[src/design/a2m_ring.sv]
// Byte ring storage: one write port and one registered read port.
module a2m_ring #(
	parameter int DEPTH = 32,
	parameter int AW    = 5
) (
	input  logic          clk,
	input  logic          wr_en,
	input  logic [AW-1:0] wr_addr,
	input  logic [7:0]    wr_data,
	input  logic          rd_en,
	input  logic [AW-1:0] rd_addr,
	output logic [7:0]    rd_data
);

	logic [7:0] mem_q [DEPTH];
	logic [7:0] rd_data_q;

	always_ff @(posedge clk) begin
		if (wr_en) begin
			mem_q[wr_addr] <= wr_data;
		end
	end

	// hold the last read byte until the next read
	always_ff @(posedge clk) begin
		if (rd_en) begin
			rd_data_q <= mem_q[rd_addr];
		end
	end

	assign rd_data = rd_data_q;

endmodule

[config.mk]
export PLATFORM = sky130hd
export DESIGN_NAME = a2m_ring
export DESIGN_NICKNAME = d
export VERILOG_FILES = /design/src/design/a2m_ring.sv
export SDC_FILE = /design/constraint.sdc
export NUM_CORES = 1
export LEC_CHECK = 0
export BUFFER_PORTS_ARGS = -buffer_cell sky130_fd_sc_hd__clkbuf_2
export CORE_MARGIN = 3
export CORE_UTILIZATION = 61
export DETAILED_ROUTE_END_ITERATION = 10
export HOLD_SLACK_MARGIN = 0.03
export PLACE_DENSITY = 0.78
export SYNTH_ARGS = -nofsm -noshare
export SYNTH_HDL_FRONTEND = slang
export SYNTH_SLANG_ARGS = --single-unit
[constraint.sdc]
create_clock -name clk -period 2.8 [get_ports clk]
set_clock_uncertainty 0.15 [all_clocks]
set_input_delay 0.42 -clock clk [delete_from_list [all_inputs] [get_ports clk]]
set_output_delay 0.42 -clock clk [all_outputs]
set_load 0.02 [all_outputs]
==> run summary, run 1 <==
Share of total power in combinational logic -> 5.4%
Total power per unit cell area -> 703.1 mW/mm2
Number of distinct library cell variants in the gate-level netlist after synthesis -> 14
Number of global-route vias before repair -> 4,823
Met2 wire length -> 10,360 um
Total vias in the final route -> 4,766
Cell depth of the worst hold path -> 1
Routed WL -> 21,590 um
# hold bufs at CTS -> 0
Floorplan Core Area -> 0.01606 mm2
R2R Path End -> rd_data[7]$_DFFE_PP_
FMAX -> 0.4701 GHz
Largest vdd supply drop -> 0.0004138 V
Tightest Pin Transition -> 738.4 ps
Drt first pass iters -> 5
Total of cells resized after clock tree synthesis -> 0
Overall power after layout -> 8159 uW
Min-delay src -> rd_en
H-tree depth -> 1
Number of buffers on the longest clock path -> 3
Required @ worst endpoint -> 2910 ps
Tmin final -> 2127 ps
Sum of negative setup slack -> 0 ps
Share of the yosys chip area belonging to registers -> 78.23%
Data arrival time of the critical path -> 2240 ps
Grt total ovfl -> 0
Number of hold violations in the final report -> 0
Sort of element at the start of the critical path -> register
Die X -> 134.9 um
Reg power frac -> 54.3%
Net Count, Synth -> 438
Synthesis Warnings -> 0
Layout cells sized above 1 -> 37.92%
Maximum number of pins on one net before global-route repair -> 33
Cell internal pwr -> 6513 uW
Number of placement rows -> 46
Antenna violations before repair -> 0
Sum of net half-perimeters after detailed placement -> 12,890 um
Synthesis-to-finish area growth -> 14.52%
Slew HR -> 50.59%
Global-route wire length before repair -> 32,200 um
DRC violation count after routing -> 0
Drt via density -> 6.574
RePlAce Congestion -> 0.7954
Min-Delay Path Class -> in -> reg
End point of the worst hold path -> rd_data[1]$_DFFE_PP_
Post-synthesis cell count -> 417
Ports placed on the boundary -> 29
Total global routing track utilization -> 24.82%
Proportion of netlist area held by the largest area contributor -> 78.23%
Crit-path max FO -> 1
TritonCTS clock tree -> built
Logic depth of the worst register-to-register path -> 3
Total of max-cap violations -> 0
Critical path start-end classification -> reg -> reg
Largest cells by area after synthesis -> sky130_fd_sc_hd__edfxtp_1 (78%), sky130_fd_sc_hd__mux4_2 (18%), sky130_fd_sc_hd__nor2_1 (1.2%), sky130_fd_sc_hd__mux2_2 (0.89%), sky130_fd_sc_hd__buf_4 (0.44%)
Routed wire length on met3 -> 2409 um
Register bit count reported by yosys -> 264
Clock transition at the registers of the reported paths -> 60 ps
Number of buffers added on ports -> 28
Reported leakage power -> 0.003717 uW
Starting utilization of the core area -> 63.11%
Outcome -> completed
Vertical extent of the die -> 134.9 um
Crit path cell chain -> mux4_2 > mux4_2 > mux2_2
Layout Nets -> 512
Clk_lat worst skew -> 510 ps
Cell accounting for the most synthesized area -> sky130_fd_sc_hd__edfxtp_1
Largest stage delay, worst path -> 530 ps
Setup repair after global routing missed its margin -> no
Routed met1 length -> 8510 um
Post-synthesis instance area -> 0.01013 mm2
Setup Viol. Count Final -> 0
Num Clock Sinks -> 264
Switch share -> 20.17%
Number of antenna repair diodes -> 0
Average detailed-routed wire length per instance -> 29.77 um
Startpoint of the most critical register-to-register path -> mem_q[2][7]$_DFFE_PP_
Psw -> 1646 uW
DRT antenna net count -> 0
Die Footprint -> 0.01820 mm2
First DRT Iteration DRCs -> 557
Worst-case register-to-register setup slack -> 670 ps
Number of buffers inserted during clock tree synthesis -> 24
Slowest CP cell -> sky130_fd_sc_hd__mux4_2
Share of the cycle needed by the critical path after routing -> 75.97%
Per-instance average area after synthesis -> 24.30 um2
Clock network power share -> 40.3%
Crit-path most repeated cell -> sky130_fd_sc_hd__mux4_2
Post-CTS repair timing setup buffer count -> 0
Highest metal layer used by the detailed router -> met4
Final Max Slew Viols -> 0
Clk Tree Root Cell -> sky130_fd_sc_hd__clkbuf_16
Kind of end point of the critical path -> register
cell usage after synthesis, drive strengths merged:
cell type / instances
buf: 14
clkbuf: 6
edfxtp: 264
mux2: 8
mux4: 80
nand2: 1
nand3: 2
nand3b: 5
nor2: 33
or3: 1
or3b: 3
logic make-up after synthesis:
logic type	synth area share [%]
buf+inv	1.049
flops	78.23
mux	18.67
simple gates	2.050
worst max-delay path: cells and delay by family, from the launching register on:
kind          cells  cell delay, ps
flip-flops        1             390
multiplexers      3            1340
layout by cell type, fill, tap and decap left out:
| cell type | n |
|---|---|
| sky130_fd_sc_hd__buf_12 | 6 |
| sky130_fd_sc_hd__buf_4 | 35 |
| sky130_fd_sc_hd__bufinv_16 | 3 |
| sky130_fd_sc_hd__clkbuf_1 | 5 |
| sky130_fd_sc_hd__clkbuf_16 | 25 |
| sky130_fd_sc_hd__clkbuf_2 | 27 |
| sky130_fd_sc_hd__clkinv_1 | 5 |
| sky130_fd_sc_hd__clkinv_2 | 4 |
| sky130_fd_sc_hd__clkinv_4 | 1 |
| sky130_fd_sc_hd__clkinvlp_4 | 1 |
| sky130_fd_sc_hd__edfxtp_1 | 264 |
| sky130_fd_sc_hd__mux2_2 | 8 |
| sky130_fd_sc_hd__mux4_2 | 80 |
| sky130_fd_sc_hd__nand2_1 | 1 |
| sky130_fd_sc_hd__nand3_1 | 2 |
| sky130_fd_sc_hd__nand3b_1 | 5 |
| sky130_fd_sc_hd__nor2_1 | 33 |
| sky130_fd_sc_hd__or3_1 | 1 |
| sky130_fd_sc_hd__or3b_2 | 3 |
layout make-up:
cell class              count  area, um2
flip-flops and latches    264       7928
fillers                   877       4453
multi-input cells         133       2100
clock buffers              30      644.4
repair buffers             68      518.0
well taps                 216      270.3
clock inverters            14      145.1
how the worst max path moves through the flow:
stage / depth (start not counted) / slack (ps) / endpoint / from
after floorplan: 5 / 290 / rd_data[0]$_DFFE_PP_ / rd_addr[2]
after global placement: 5 / 210 / rd_data[0]$_DFFE_PP_ / rd_addr[0]
after detailed placement: 5 / 190 / rd_data[0]$_DFFE_PP_ / rd_addr[0]
after CTS: 3 / 680 / rd_data[4]$_DFFE_PP_ / mem_q[21][4]$_DFFE_PP_
after global routing: 3 / 650 / rd_data[7]$_DFFE_PP_ / mem_q[2][7]$_DFFE_PP_
final: 3 / 670 / rd_data[7]$_DFFE_PP_ / mem_q[2][7]$_DFFE_PP_
metrics by stage:
stage	util (%)	std cells	cell area, um2	setup slack (ps)	hold WS [ps]
after CTS	72.27	725	11600	681.5	185.9
after detailed placement	67.35	681	10820	191.9	715.8
final	72.27	725	11600	672.7	198.3
after global routing	72.27	725	11600	654.2	203.3
after floorplan	-	417	10130	288.3	368.9
after global placement	67.35	681	10820	206.7	713.7
power groups by stage:
stage | sequential [uW] | clock [uW] | combinational (uW)
floorplan | 4520 | 0 | 234
global placement | 4510 | 0 | 422
detailed placement | 4520 | 0 | 434
CTS | 4430 | 3330 | 444
global route | 4430 | 3470 | 467
finish | 4430 | 3290 | 440
sequential cells by signal (all words and copies together), names as in the netlist:
register and count:
rd_data 8, mem_q 256
per-layer routing:
| metal | vias to the layer above | track usage [%] |
|---|---|---|
| met5 | - | 0 |
| met4 | 0 | 5.430 |
| met3 | 22 | 5.775 |
| met2 | 305 | 38.38 |
| met1 | 2508 | 37.55 |
| li1 | 1931 | - |
(Power assumes the default switching activity.)
==> run 2: changes to the inputs <==
==> constraint.sdc (replaced) <==
create_clock -name clk -period 2.1 [get_ports clk]
set_clock_uncertainty 0.15 [all_clocks]
set_input_delay 0.315 -clock clk [delete_from_list [all_inputs] [get_ports clk]]
set_output_delay 0.315 -clock clk [all_outputs]
set_load 0.02 [all_outputs]
==> run 2 against run 1 <==
  * The flow now finishes with violations (setup timing)
  * Wire length down 3.1%
  * Critical path depth unchanged
  * Sequential share of layout area down 0.48 points
  * Register-to-register slack worse by 720 ps
  * Fmax down 0.81%
  * Worst hold slack worse by 90 ps
  * Clock-buffer cell count up 2
  * Total power up 31%
  * Cell count up 1.4%
  * Clock power up 27%
  * Design area up 0.71%
  * Highest routed layer unchanged
==> run summary, run 2 (synthesis results as in run 1) <==
Number of buffers on the longest clock path -> 3
Total of max-cap violations -> 0
Synthesis-to-finish area growth -> 15.34%
Required @ worst endpoint -> 2200 ps
Routed WL -> 20,910 um
Total global routing track utilization -> 24.57%
DRC violation count after routing -> 0
Register with the most flip-flops -> mem_q
Crit-path max FO -> 1
RePlAce Congestion -> 0.7976
Tmin final -> 2145 ps
Min-Delay Path Class -> in -> reg
Non-filler cells in the finished layout -> 735
Grt total ovfl -> 0
Sort of element at the start of the critical path -> register
Starting utilization of the core area -> 63.11%
First DRT Iteration DRCs -> 749
Setup repair after global routing missed its margin -> yes
FMAX -> 0.4663 GHz
Floorplan Core Area -> 0.01606 mm2
Violations in the final reports -> setup timing
Number of buffers inserted during clock tree synthesis -> 25
Met1 usage -> 38.60%
Tightest Pin Transition -> 695.6 ps
Sum of net half-perimeters after detailed placement -> 12,880 um
Antenna violations before repair -> 0
Number of placement rows -> 46
Num Clock Sinks -> 264
Number of placed instances with taps included -> 691
Startpoint of the most critical register-to-register path -> mem_q[15][3]$_DFFE_PP_
Clk_lat worst skew -> 500 ps
Number of antenna repair diodes -> 0
Outcome -> finished with violations
Number of buffers added on ports -> 28
Worst-case setup margin in the final layout -> -44.60 ps
Total vias in the final route -> 4,792
Layout cells sized above 1 -> 39.11%
Number of hold violations in the final report -> 0
Share of the cycle needed by the critical path after routing -> 102.1%
Met2 usage in global routing -> 36.27%
Sum of negative setup slack -> -110.9 ps
H-tree depth -> 1
Die X -> 134.9 um
Post-CTS repair timing setup buffer count -> 0
Critical path start-end classification -> reg -> reg
Setup Viol. Count Final -> 5
Start point of the critical path -> mem_q[15][3]$_DFFE_PP_
Leading cell types in the layout, fill and taps excluded -> sky130_fd_sc_hd__edfxtp_1 (264), sky130_fd_sc_hd__mux4_2 (80), sky130_fd_sc_hd__buf_4 (43)
Clk Tree Root Cell -> sky130_fd_sc_hd__clkbuf_16
Reported leakage power -> 0.003779 uW
TritonCTS clock tree -> built
Vertical extent of the die -> 134.9 um
Drt via density -> 6.520
Average detailed-routed wire length per instance -> 28.45 um
Total power per unit cell area -> 914.4 mW/mm2
Number of global-route vias before repair -> 4,829
Final Max Slew Viols -> 0
Clock transition at the registers of the reported paths -> 60 ps
Slew HR -> 53.62%
Busiest metal layer after global routing -> met1
Die Footprint -> 0.01820 mm2
Largest register FFs -> 256
Layout Nets -> 523
Kind of end point of the critical path -> register
Largest vdd supply drop -> 0.0006764 V
Global-route track usage on met3 -> 5.440%
Overall power after layout -> 10,690 uW
Drt first pass iters -> 5
Ports placed on the boundary -> 29
Data arrival time of the critical path -> 2250 ps
Min-delay src -> rd_en
Leading cell type in the layout, fill and taps excluded -> sky130_fd_sc_hd__edfxtp_1
DRT antenna net count -> 0
Maximum number of pins on one net before global-route repair -> 34
Global-route wire length before repair -> 32,010 um
run 2: changes by cell type in the layout (fill, tap and decap cells not counted), sizes merged:
cell / change
clkinv: -1
bufinv: -1
clkbuf: +2
buf: +10
run 2: per-layer routing:
layer	wire (um)	vias to the layer above
met5	0	-
met4	472	0
met3	2195	33
met2	9765	290
met1	8478	2513
li1	-	1956
run 2: final timing paths:
kind	end	slack, ps	depth (start not counted)
worst max register to register	rd_data[3]$_DFFE_PP_	-40	3
worst max-delay path	rd_data[3]$_DFFE_PP_	-40	3
worst min register to register	rd_data[3]$_DFFE_PP_	840	3
worst min-delay path	rd_data[2]$_DFFE_PP_	110	1
run 2: critical path: stages (launching register included):
cell and delay [ps]:
sky130_fd_sc_hd__edfxtp_1 420, sky130_fd_sc_hd__mux4_2 520, sky130_fd_sc_hd__mux4_2 530, sky130_fd_sc_hd__mux2_2 280
run 2: metrics by stage:
stage               utilization, %  setup WS [ps]  hold slack, ps  instance area, um2
floorplan                        -         -101.4           263.9               10240
global placement             67.98         -402.3           592.9               10920
detailed placement           67.98         -425.6           604.5               10920
CTS                          72.78         -36.92           82.12               11690
global route                 72.78         -58.70           97.28               11690
finish                       72.78         -44.60           108.8               11690
run 2: power by group:
group	switching, uW	internal (uW)
Sequential	26.0	5880
Clock	1740	2430
Combinational	329	273
Total	2100	8590
run 2: repair_timing:
action,in CTS,in global routing
hold buffers,0,0
gates resized for setup,3,0
setup endpoints to repair,4,6
run 2: area by class of cell:
class,count,area [um2]
Fill cell,885,4370
Timing Repair Buffer,78,618.1
Tap cell,216,270.3
Sequential cell,264,7928
Clock buffer,32,651.9
Clock inverter,12,108.9
Multi-Input combinational cell,133,2111
